===== config.mk =====
export PLATFORM = sky130hd
export DESIGN_NAME = http_request_byte_tokenizer_unit
export DESIGN_NICKNAME = d
export VERILOG_FILES = /design/src/hrbt_pkg.sv /design/src/hrbt_len.sv /design/src/hrbt_core.sv /design/src/http_request_byte_tokenizer_unit.sv
export SDC_FILE = /design/constraint.sdc
export NUM_CORES = 1
export LEC_CHECK = 0
export ABC_AREA = 0
export BUFFER_PORTS_ARGS = -buffer_cell sky130_fd_sc_hd__buf_2
export CORE_ASPECT_RATIO = 0.5
export CORE_MARGIN = 1.5
export CORE_UTILIZATION = 40
export CTS_CLUSTER_SIZE = 16
export DETAILED_ROUTE_END_ITERATION = 10
export PLACE_DENSITY_LB_ADDON = 0.1
export SYNTH_ARGS = -nofsm -noshare
export SYNTH_HDL_FRONTEND = slang
export SYNTH_SLANG_ARGS = --single-unit

===== constraint.sdc =====
create_clock -name clk_i -period 16.7 [get_ports clk_i]
set_clock_uncertainty 0.2 [all_clocks]
set_input_delay 3.34 -clock clk_i [delete_from_list [all_inputs] [get_ports clk_i]]
set_output_delay 3.34 -clock clk_i [all_outputs]
set_load 0.03 [all_outputs]

===== src/hrbt_pkg.sv =====
`timescale 1ns / 1ps

package hrbt_pkg;

  // Default width of the decoded length and the body counter
  localparam int LengthBitsDef = 32;

  // Fixed field widths
  localparam int ByteW  = 8;
  localparam int BlenW  = 32;
  localparam int TdataW = 48;

  // Reset value of the max body length register
  localparam logic [31:0] MaxBodyRst = 32'd2147483647;

  // Match strings
  localparam int PolicyLen = 22;
  localparam int ClenLen   = 14;
  localparam logic [8*PolicyLen-1:0] PolicyStr = "<policy-file-request/>";
  localparam logic [8*ClenLen-1:0]   ClenStr   = "Content-Length";

  // Delimiter characters
  localparam logic [7:0] ChQuest = 8'h3f;
  localparam logic [7:0] ChEq    = 8'h3d;
  localparam logic [7:0] ChAmp   = 8'h26;
  localparam logic [7:0] ChCr    = 8'h0d;
  localparam logic [7:0] ChLf    = 8'h0a;
  localparam logic [7:0] ChColon = 8'h3a;
  localparam logic [7:0] ChSpace = 8'h20;
  localparam logic [7:0] ChZero  = 8'h30;
  localparam logic [7:0] ChNine  = 8'h39;

  // Parser phases, one-hot
  typedef enum logic [10:0] {
    PhMethod = 11'b000_0000_0001,
    PhPath   = 11'b000_0000_0010,
    PhArgKey = 11'b000_0000_0100,
    PhArgVal = 11'b000_0000_1000,
    PhVer    = 11'b000_0001_0000,
    PhHdrKey = 11'b000_0010_0000,
    PhHdrVal = 11'b000_0100_0000,
    PhBody   = 11'b000_1000_0000,
    PhDone   = 11'b001_0000_0000,
    PhPolicy = 11'b010_0000_0000,
    PhBad    = 11'b100_0000_0000
  } phase_e;

  typedef enum logic [3:0] {
    TagMethod = 4'd0,
    TagPath   = 4'd1,
    TagArgKey = 4'd2,
    TagArgVal = 4'd3,
    TagVer    = 4'd4,
    TagHdrKey = 4'd5,
    TagHdrVal = 4'd6,
    TagBody   = 4'd7,
    TagSkip   = 4'd8
  } tag_e;

  typedef enum logic [1:0] {
    CmtNone   = 2'd0,
    CmtArg    = 2'd1,
    CmtHdr    = 2'd2,
    CmtHdrEnd = 2'd3
  } commit_e;

  typedef enum logic [1:0] {
    StParsing = 2'd0,
    StDone    = 2'd1,
    StPolicy  = 2'd2,
    StBadLen  = 2'd3
  } status_e;

  // One result beat
  typedef struct packed {
    logic [BlenW-1:0] blen;
    status_e          status;
    commit_e          commit;
    tag_e             tag;
    logic [ByteW-1:0] data;
  } res_t;

  // Core to length unit
  typedef struct packed {
    logic clear;
    logic digit;
    logic body;
  } len_ctrl_t;

  // Length unit to core
  typedef struct packed {
    logic bad;
    logic has_digit;
    logic body_done;
  } len_stat_t;

  function automatic logic [7:0] policy_char(input logic [4:0] idx);
    int pos;
    pos = PolicyLen - 1 - int'(idx);
    if (pos < 0) pos = 0;
    return PolicyStr[8*pos +: 8];
  endfunction

  function automatic logic [7:0] clen_char(input logic [3:0] idx);
    int pos;
    pos = ClenLen - 1 - int'(idx);
    if (pos < 0) pos = 0;
    return ClenStr[8*pos +: 8];
  endfunction

endpackage


===== src/hrbt_len.sv =====
`timescale 1ns / 1ps

module hrbt_len import hrbt_pkg::*; #(
  parameter int LENGTH_BITS = LengthBitsDef
) (
  input  logic                   clk_i,
  input  logic                   rst_ni,
  input  len_ctrl_t              ctrl_i,
  input  logic [ByteW-1:0]       byte_i,
  input  logic [31:0]            max_body_i,
  output logic [LENGTH_BITS-1:0] value_o,
  output len_stat_t              stat_o
);

  // Compare width covers both the register and the length field plus x10 growth
  localparam int BaseW = (LENGTH_BITS > 32) ? LENGTH_BITS : 32;
  localparam int CW    = BaseW + 4;

  logic [LENGTH_BITS-1:0] value_q, value_d;
  logic [LENGTH_BITS-1:0] count_q, count_d, count_inc;
  logic                   bad_q, bad_d;
  logic                   has_q, has_d;

  logic [CW-1:0] mask_w, maxb_w, limit_w, acc_w;
  logic          is_digit;
  logic [3:0]    digit;

  // Limit is the smaller of the register and the field range
  assign mask_w  = CW'({LENGTH_BITS{1'b1}});
  assign maxb_w  = CW'(max_body_i);
  assign limit_w = (maxb_w < mask_w) ? maxb_w : mask_w;

  // value * 10 + digit as shift-add
  assign is_digit = (byte_i >= ChZero) && (byte_i <= ChNine);
  assign digit    = 4'(byte_i - ChZero);
  assign acc_w    = (CW'(value_q) << 3) + (CW'(value_q) << 1) + CW'(digit);

  assign count_inc = count_q + LENGTH_BITS'(1);

  always_comb begin
    value_d = value_q;
    count_d = count_q;
    bad_d   = bad_q;
    has_d   = has_q;
    if (ctrl_i.clear) begin
      value_d = '0;
      count_d = '0;
      bad_d   = 1'b0;
      has_d   = 1'b0;
    end else begin
      if (ctrl_i.digit) begin
        if (!is_digit) begin
          bad_d = 1'b1;
        end else begin
          has_d = 1'b1;
          if (!bad_q) begin
            if (acc_w > limit_w) bad_d = 1'b1;
            else value_d = LENGTH_BITS'(acc_w);
          end
        end
      end
      if (ctrl_i.body) count_d = count_inc;
    end
  end

  always_ff @(posedge clk_i or negedge rst_ni) begin
    if (!rst_ni) begin
      value_q <= '0;
      count_q <= '0;
      bad_q   <= 1'b0;
      has_q   <= 1'b0;
    end else begin
      value_q <= value_d;
      count_q <= count_d;
      bad_q   <= bad_d;
      has_q   <= has_d;
    end
  end

  assign value_o          = value_q;
  assign stat_o.bad       = bad_q;
  assign stat_o.has_digit = has_q;
  assign stat_o.body_done = (count_inc == value_q);

endmodule


===== src/hrbt_core.sv =====
`timescale 1ns / 1ps

module hrbt_core import hrbt_pkg::*; #(
  parameter int LENGTH_BITS = LengthBitsDef
) (
  input  logic             clk_i,
  input  logic             rst_ni,
  input  logic             step_i,
  input  logic             kind_i,
  input  logic [ByteW-1:0] byte_i,
  input  logic [31:0]      max_body_i,
  output res_t             res_o
);

  phase_e     phase_q, phase_d;
  logic [4:0] mcount_q, mcount_d;
  logic       mmatch_q, mmatch_d;
  logic [3:0] kcount_q, kcount_d;
  logic       kmatch_q, kmatch_d;
  logic       vlen_q, vlen_d;
  logic       lseen_q, lseen_d;

  len_ctrl_t              lctrl;
  len_stat_t              lstat;
  logic [LENGTH_BITS-1:0] lvalue;
  logic [63:0]            lvalue_w;

  assign lvalue_w = 64'(lvalue);

  hrbt_len #(
    .LENGTH_BITS(LENGTH_BITS)
  ) u_len (
    .clk_i      (clk_i),
    .rst_ni     (rst_ni),
    .ctrl_i     (lctrl),
    .byte_i     (byte_i),
    .max_body_i (max_body_i),
    .value_o    (lvalue),
    .stat_o     (lstat)
  );

  // Phase transitions and tagging for one byte
  always_comb begin
    phase_d  = phase_q;
    mcount_d = mcount_q;
    mmatch_d = mmatch_q;
    kcount_d = kcount_q;
    kmatch_d = kmatch_q;
    vlen_d   = vlen_q;
    lseen_d  = lseen_q;
    lctrl    = '0;
    res_o.data   = byte_i;
    res_o.tag    = TagSkip;
    res_o.commit = CmtNone;
    res_o.status = StParsing;
    res_o.blen   = '0;
    if (step_i && kind_i) begin
      // new request
      phase_d     = PhMethod;
      mcount_d    = '0;
      mmatch_d    = 1'b1;
      kcount_d    = '0;
      kmatch_d    = 1'b1;
      vlen_d      = 1'b0;
      lseen_d     = 1'b0;
      lctrl.clear = 1'b1;
    end else if (step_i) begin
      unique case (phase_q)
        PhMethod: begin
          if (mmatch_q && (mcount_q == 5'(PolicyLen))) begin
            phase_d      = PhPolicy;
            res_o.status = StPolicy;
          end else if (byte_i == ChSpace) begin
            phase_d = PhPath;
          end else begin
            res_o.tag = TagMethod;
            if (mmatch_q && (mcount_q < 5'(PolicyLen)) &&
                (byte_i == policy_char(mcount_q)))
              mcount_d = mcount_q + 5'd1;
            else
              mmatch_d = 1'b0;
          end
        end
        PhPath: begin
          if (byte_i == ChQuest) phase_d = PhArgKey;
          else if (byte_i == ChSpace) phase_d = PhVer;
          else res_o.tag = TagPath;
        end
        PhArgKey: begin
          if (byte_i == ChEq) phase_d = PhArgVal;
          else if (byte_i == ChSpace) phase_d = PhVer;
          else res_o.tag = TagArgKey;
        end
        PhArgVal: begin
          if (byte_i == ChAmp) begin
            res_o.commit = CmtArg;
            phase_d      = PhArgKey;
          end else if (byte_i == ChSpace) begin
            res_o.commit = CmtArg;
            phase_d      = PhVer;
          end else begin
            res_o.tag = TagArgVal;
          end
        end
        PhVer: begin
          if (byte_i == ChLf) begin
            kcount_d = '0;
            kmatch_d = 1'b1;
            phase_d  = PhHdrKey;
          end else if (byte_i != ChCr) begin
            res_o.tag = TagVer;
          end
        end
        PhHdrKey: begin
          if (byte_i == ChLf) begin
            // blank line ends the headers
            res_o.commit = CmtHdrEnd;
            if (!lseen_q) begin
              res_o.status = StDone;
              phase_d      = PhDone;
            end else if (lstat.bad || !lstat.has_digit) begin
              res_o.status = StBadLen;
              phase_d      = PhBad;
            end else begin
              res_o.blen = lvalue_w[31:0];
              if (lvalue == '0) begin
                res_o.status = StDone;
                phase_d      = PhDone;
              end else begin
                phase_d = PhBody;
              end
            end
          end else if (byte_i == ChSpace) begin
            vlen_d  = !lseen_q && kmatch_q && (kcount_q == 4'(ClenLen));
            phase_d = PhHdrVal;
          end else if ((byte_i != ChCr) && (byte_i != ChColon)) begin
            res_o.tag = TagHdrKey;
            if (kmatch_q && (kcount_q < 4'(ClenLen)) &&
                (byte_i == clen_char(kcount_q)))
              kcount_d = kcount_q + 4'd1;
            else
              kmatch_d = 1'b0;
          end
        end
        PhHdrVal: begin
          if (byte_i == ChLf) begin
            res_o.commit = CmtHdr;
            if (vlen_q) begin
              lseen_d = 1'b1;
              vlen_d  = 1'b0;
            end
            kcount_d = '0;
            kmatch_d = 1'b1;
            phase_d  = PhHdrKey;
          end else if (byte_i != ChCr) begin
            res_o.tag   = TagHdrVal;
            lctrl.digit = vlen_q;
          end
        end
        PhBody: begin
          res_o.tag  = TagBody;
          lctrl.body = 1'b1;
          if (lstat.body_done) begin
            res_o.status = StDone;
            phase_d      = PhDone;
          end
        end
        PhPolicy: res_o.status = StPolicy;
        PhBad:    res_o.status = StBadLen;
        default:  res_o.status = StDone;
      endcase
    end
  end

  always_ff @(posedge clk_i or negedge rst_ni) begin
    if (!rst_ni) begin
      phase_q  <= PhMethod;
      mcount_q <= '0;
      mmatch_q <= 1'b1;
      kcount_q <= '0;
      kmatch_q <= 1'b1;
      vlen_q   <= 1'b0;
      lseen_q  <= 1'b0;
    end else begin
      phase_q  <= phase_d;
      mcount_q <= mcount_d;
      mmatch_q <= mmatch_d;
      kcount_q <= kcount_d;
      kmatch_q <= kmatch_d;
      vlen_q   <= vlen_d;
      lseen_q  <= lseen_d;
    end
  end

endmodule


===== src/http_request_byte_tokenizer_unit.sv =====
`timescale 1ns / 1ps
// A result beat passes the input register and the result register to the master side.
// Throughput: one byte per cycle while the master side does not stall; the parse
// phase, string match and x10 length accumulate for a byte all settle between the two registers.
// A new-request beat (tuser set) gives no result beat.
// Reset (rst_ni low, asynchronous) clears the parser and sets max_body_length to 2147483647.

module http_request_byte_tokenizer_unit import hrbt_pkg::*; #(
  parameter int LENGTH_BITS = LengthBitsDef
) (
  input  logic              clk_i,
  input  logic              rst_ni,
  // slave side
  input  logic              s_axis_tvalid_i,
  output logic              s_axis_tready_o,
  input  logic [7:0]        s_axis_tdata_i,   // [7:0] in_byte
  input  logic [0:0]        s_axis_tuser_i,   // [0] kind
  // master side
  output logic              m_axis_tvalid_o,
  input  logic              m_axis_tready_i,
  output logic [TdataW-1:0] m_axis_tdata_o,   // [7:0] out_byte, [9:8] commit,
                                              // [11:10] status, [43:12] body_length
  output logic [3:0]        m_axis_tuser_o,   // [3:0] tag
  // config write
  input  logic              cfg_valid_i,
  output logic              cfg_ready_o,
  input  logic [31:0]       cfg_data_i
);

  logic             in_vld_q, in_vld_d;
  logic             in_kind_q;
  logic [ByteW-1:0] in_byte_q;
  logic             out_vld_q, out_vld_d;
  res_t             out_res_q;
  res_t             res;
  logic [31:0]      max_body_q;
  logic             advance;
  logic             s_take;

  // Input beat moves on when it is a new-request beat or the result register is free or being drained
  assign advance = in_vld_q && (in_kind_q || !out_vld_q || m_axis_tready_i);
  assign s_axis_tready_o = !in_vld_q || advance;
  assign s_take = s_axis_tvalid_i && s_axis_tready_o;

  hrbt_core #(
    .LENGTH_BITS(LENGTH_BITS)
  ) u_core (
    .clk_i      (clk_i),
    .rst_ni     (rst_ni),
    .step_i     (advance),
    .kind_i     (in_kind_q),
    .byte_i     (in_byte_q),
    .max_body_i (max_body_q),
    .res_o      (res)
  );

  // Valid flags
  always_comb begin
    in_vld_d = in_vld_q;
    if (s_take) in_vld_d = 1'b1;
    else if (advance) in_vld_d = 1'b0;
    out_vld_d = out_vld_q;
    if (advance && !in_kind_q) out_vld_d = 1'b1;
    else if (m_axis_tready_i) out_vld_d = 1'b0;
  end

  always_ff @(posedge clk_i or negedge rst_ni) begin
    if (!rst_ni) begin
      in_vld_q   <= 1'b0;
      out_vld_q  <= 1'b0;
      max_body_q <= MaxBodyRst;
    end else begin
      in_vld_q  <= in_vld_d;
      out_vld_q <= out_vld_d;
      if (cfg_valid_i) max_body_q <= cfg_data_i;
    end
  end

  // Payload registers
  always_ff @(posedge clk_i) begin
    if (s_take) begin
      in_kind_q <= s_axis_tuser_i[0];
      in_byte_q <= s_axis_tdata_i;
    end
    if (advance && !in_kind_q) out_res_q <= res;
  end

  assign cfg_ready_o     = 1'b1;
  assign m_axis_tvalid_o = out_vld_q;
  assign m_axis_tuser_o  = out_res_q.tag;
  assign m_axis_tdata_o  = {4'b0000, out_res_q.blen, out_res_q.status,
                            out_res_q.commit, out_res_q.data};

endmodule


### After elaboration in Yosys (flattened, before gate mapping)

Index checks and enable logic that the tools add are counted.

| cells by class | value |
|---|---|
| $add $sub $neg | 8 |
| $lt $le $gt $ge | 8 |
| equal/unequal tests | 38 |
| shifts and indexed selects | 2 |
| multiplexer cells | 122 |
| bitwise logic cells | 4 |
| reductions and logical operators | 50 |

Operator list:

| kind | number |
|---|---|
| 2-to-1 mux 29 bit | 13 |
| 2-to-1 mux 32 bit | 8 |
| variable part select 176 x 32 -> 8 bit, first input constant | 1 |
| 2-to-1 mux 11 bit | 14 |
| variable part select 112 x 32 -> 8 bit, first input constant | 1 |
| 2-to-1 mux 4 bit | 23 |
| one-hot mux 11 bit (7 select lines) | 1 |
| 2-to-1 mux 1 bit | 43 |
| adder 35 x 33 -> 36 bit | 1 |
| adder 36 x 4 -> 36 bit | 1 |
| greater-than comparator 36 x 32 -> 1 bit | 1 |
| adder 32 x 1 -> 32 bit, second input constant | 1 |
| == test 32 bit | 1 |
| == test 8 x 6 -> 1 bit, second input constant | 4 |
| zero test 32 bit | 1 |
| < comparator 32 bit, second input constant | 1 |
| one-hot mux 4 bit (8 select lines) | 1 |
| 2-to-1 mux 5 bit | 6 |
| nonzero test 2 bit | 11 |
| inequality test 3 x 1 -> 1 bit, second input constant | 6 |
| == test 8 bit | 2 |
| AND reduction 5 bit | 3 |
| 2-to-1 mux 2 bit | 7 |
| AND reduction 7 bit | 2 |
| other kinds (46) | 79 |

| storage, ports and cells | value |
|---|---|
| register bits after elaboration | 181 |
| input port bits | 46 |
| output and inout bits | 55 |
| logic and storage cells | 253 |

### Longest topological paths before layout

| depth | value |
|---|---|
| word-level depth | 19 |
| gate-level depth with buffers | 19 |
| depth with buffers taken out | 18 |

### Hierarchy

A second synthesis with hierarchy kept.

| unflattened totals | value |
|---|---|
| cells, all modules | 1496 |
| area, all modules | 13867.0 um2 |

Modules (own cells, without submodules):

| module | times used | cells an instance | area each (um2) | seq. area each (um2) |
|---|---|---|---|---|
| hrbt_len | 1 | 866 | 7125.6 | 1651.6 |
| hrbt_core | 1 | 487 | 3492.1 | 604.3 |
| http_request_byte_tokenizer_unit | 1 | 143 | 3249.4 | 2601.2 |

### Worst setup path after synthesis

OpenSTA, ideal clock, no wires.

| timing | value |
|---|---|
| kind | input-to-output |
| start point | input m_axis_tready_i |
| end point | output s_axis_tready_o |
| data arrival time | 3.804 ns |
| required time | 13.160 ns |
| setup slack | 9.356 ns |
| stages on the path | 2 |
| path buffers | 0 |
| cells stage by stage | nor3b_1 nand2_1 |

| between the ends | value |
|---|---|
| cells in the longest elaborated chain, start to end | 3 |

RTL lines:

| item | line | text |
|---|---|---|
| start: declaration | http_request_byte_tokenizer_unit.sv:20 | `input logic m_axis_tready_i,` |
| logical OR 1 bit | http_request_byte_tokenizer_unit.sv:41 | `assign advance = in_vld_q && (in_kind_q \|\| !out_vld_q \|\| m_axis_tready_i);` |
| logical AND 1 bit | http_request_byte_tokenizer_unit.sv:41 |  |
| logical OR 1 bit | http_request_byte_tokenizer_unit.sv:42 | `assign s_axis_tready_o = !in_vld_q \|\| advance;` |
| end: declaration | http_request_byte_tokenizer_unit.sv:15 | `output logic s_axis_tready_o,` |

No other way between the ends.

### Final worst setup path

Ends and elaborated chain as after synthesis.

==> impl_results.md <==
- CP required: 13.16 ns
- NumNets Final: 1767
- Drt first pass iters: 6
- Routability cong.: 0.8969
- Post-CTS Setup Inserts: 0
- Num ports: 101
- Avg Synthesized Cell Area: 8.787 um^2
- GR Layer Usage met1: 0.3394
- Die Footprint: 0.03550 mm^2
- Dpl hpwl: 30.42 mm
- Post-layout minimum cycle time: 7.718 ns
- All-Layer GR Usage: 0.2343
- Critical Path Start Type: input port
- Port Buffers: 95
- Drt total wl: 41.11 mm
- Layout cells sized above 1: 0.1162
- Ys async rst share: 0.6851
- Post-CTS resize count: 0
- FP Rows: 47
- DR WL/cell: 19.96 um
- Largest stage delay on the critical path: 0.34 ns
- Antenna Nets Post-Route: 0
- Static Leak: 6.340 nW
- Synthesis-to-finish area growth: 9.389%
- Critical Path, Cell by Cell: buf_2 > nor3b_1 > nand2_1 > buf_2
- Power Total: 1.224 mW
- Core area: 0.03340 mm^2
- Yosys warning count: 0
- CTS Buffer Depth: 2
- H-tree depth: 4
- Crit path max fanout: 3
- Cts hold-fix bufs: 0
- RSZ-0062 raised after global routing: no
- Vias: 12181
- Clock transition at path regs: 0.07 ns
- Final TNS setup: 0 ns
- Num CTS Buffers: 17
- Remaining Overflow, GRT: 0
- Final period utilization: 0.4621
- Number of DRC markers in iteration 0: 917
- Commonest non-fill, non-tap cell in the layout: nand2_1
- Worst Tran Pin Value: 1.262 ns
- Largest net degree at the start of global routing: 75
- Post-synthesis cell count: 1562
- Pre-CTS setup slack: 8.969 ns
- Antenna violations before repair: 0
- Hold Vio Cnt, Final: 0
- Drt drc: 0
- Arr. time, crit path: 4.18 ns
- First-pass GRT wire length: 65.18 mm
- Ys flop type: dfrtp_1
- Crit end category: primary output
- Number of global-route vias before repair: 11667
- Crit path max-delay cell type: nor3b_1
- HP Class: flop to flop
- PnR worst setup slack: 8.982 ns
- Maximum VDD drop: 0.05524 mV
- Highest Clock Rate: 129.6 MHz
- GR Layer Usage met2: 0.3669
- TritonCTS clock tree: yes
- Met3 Usage GRT: 0.03488
- Core Util, Final: 0.4495
- WS Path Type: input port to primary output
- Max-cap viol count: 0
- Cell Pwr Density: 81.53 mW/mm^2
- Most frequent cells in the layout: 202 x nand2_1, 122 x o21ai_0, 114 x ha_1
- Vias per cell: 5.916
- Register area share after synthesis: 0.3539
- Gr busiest metal: met2
- Synthesis-stage register bit count: 181
- Die W: 265.0 um
- Initial Utilization: 0.4109
- Die height: 134.0 um
- Most used cell, CP: buf_2
- Outcome: finished clean
- Clock latency on the worst-skew pair: 0.46 ns
- Normalized max-slew margin: 0.1566
- CTS sink cnt: 181
- Final Slew Violations: 0
- Cell variety after synth: 94
- Clock Root Buffer: clkbuf_16
- Count of final setup violators: 0
- Antenna diodes: 0
- Post-synth EDFFs: 57
- Reg2Reg Setup Slack: 9.79 ns
- Post-synthesis cell area: 0.01373 mm^2
[critical path, delay by kind of cell]
kind | cells | cell delay [ns]
simple gates | 2 | 0.50
buf+inv | 2 | 0.33
[logic make-up after synthesis]
group	count (synthesis)	synth area share
fa+ha+maj	116	0.1068
mux	40	0.03036
compound gates	384	0.1795
buf+inv	150	0.04977
simple gates	595	0.2191
xor+xnor	94	0.05998
flops	181	0.3539
other cells	2	0.0005472
[per-layer routing]
metal | vias to the layer above | wire, um | part of all wire
met3 | 39 | 2368 | 0.058
li1 | 5819 | - | -
met1 | 5925 | 20100 | 0.49
met2 | 398 | 18090 | 0.44
met5 | - | 0 | 0
met4 | 0 | 537 | 0.013
[cell usage after synthesis (7+ instances only)]
cell	count	area, um^2
nor3_1	38	190.2
o41ai_1	8	70.07
edfxtp_1	57	1712
and2_1	39	244.0
o22ai_1	7	43.79
o21ai_0	122	610.6
xor2_1	33	289.0
nor4_1	23	143.9
o32ai_1	7	61.31
o21a_1	9	67.56
a31oi_1	12	75.07
a21oi_1	83	415.4
nand3_1	51	255.2
nand2b_1	12	75.07
and3_1	17	106.4
dfrtp_1	90	2252
nor2_1	97	364.1
dfstp_2	34	893.4
or3_1	8	50.05
buf_2	13	65.06
nand2_1	203	762.0
a211oi_1	16	120.1
xnor2_1	61	534.3
nand4_1	38	237.7
o311ai_0	9	78.83
o31ai_1	16	120.1
ha_1	114	1426
mux2i_1	36	360.4
buf_4	7	52.55
clkbuf_1	50	187.7
nor3b_1	7	52.55
o211ai_1	16	120.1
and4_1	11	96.34
nor2b_1	8	50.05
inv_1	69	259.0
a2111oi_0	9	78.83
[metrics by stage]
| stage | cell area, um^2 | hold slack (ns) | instances |
|---|---|---|---|
| detailed placement | 14410 | 0.2891 | 2027 |
| CTS | 15010 | 0.3057 | 2059 |
| global route | 15010 | 0.3259 | 2059 |
| finish | 15010 | 0.3031 | 2059 |
| floorplan | 13740 | 0.2244 | 1565 |
| global placement | 14410 | 0.2768 | 2027 |
[state kept, by name, indices dropped and copies added (netlist names)]
name	cells
u_core.vlen_q	1
m_axis_tuser_o	4
u_core.u_len.bad_q	1
in_vld_q	1
m_axis_tdata_o	44
u_core.u_len.has_q	1
in_byte_q	8
u_core.lseen_q	1
u_core.kmatch_q	1
u_core.u_len.value_o	32
u_core.u_len.count_q	32
m_axis_tvalid_o	1
u_core.kcount_q	4
max_body_q	32
u_core.mmatch_q	1
u_core.mcount_q	5
in_kind_q	1
u_core.phase_q	11
[where the power goes]
| group | leakage [nW] | switching [mW] | internal (mW) |
|---|---|---|---|
| clock network | 0.289 | 0.189 | 0.241 |
| logic | 3.90 | 0.177 | 0.0934 |
| registers | 2.15 | 0.0295 | 0.494 |
[layout make-up]
type | count | area, um^2
clock buffers | 21 | 450.4
clock inverters | 11 | 151.4
fillers | 3323 | 18390
inverters | 69 | 259.0
multi-input cells | 1234 | 8214
flip-flops and latches | 181 | 4857
well taps | 441 | 551.8
repair buffers | 102 | 530.5
[final timing paths]
| check | end | startpoint | cells past startpoint |
|---|---|---|---|
| worst min-delay path | u_core.u_len.has_q$_DFFE_PN0P_ | u_core.u_len.has_q$_DFFE_PN0P_ | 1 |
| worst max register to register | u_core.u_len.value_o[5]$_DFFE_PN0P_ | in_byte_q[3]$_DFFE_PP_ | 17 |
| worst max-delay path | s_axis_tready_o | m_axis_tready_i | 4 |
| min in group asynchronous | u_core.mcount_q[2]$_DFFE_PN0P_ | rst_ni | 1 |
| max in group asynchronous | max_body_q[31]$_DFFE_PN0P_ | rst_ni | 2 |
| worst min register to register | u_core.u_len.has_q$_DFFE_PN0P_ | u_core.u_len.has_q$_DFFE_PN0P_ | 1 |
Power figures use the tool's default switching activity.
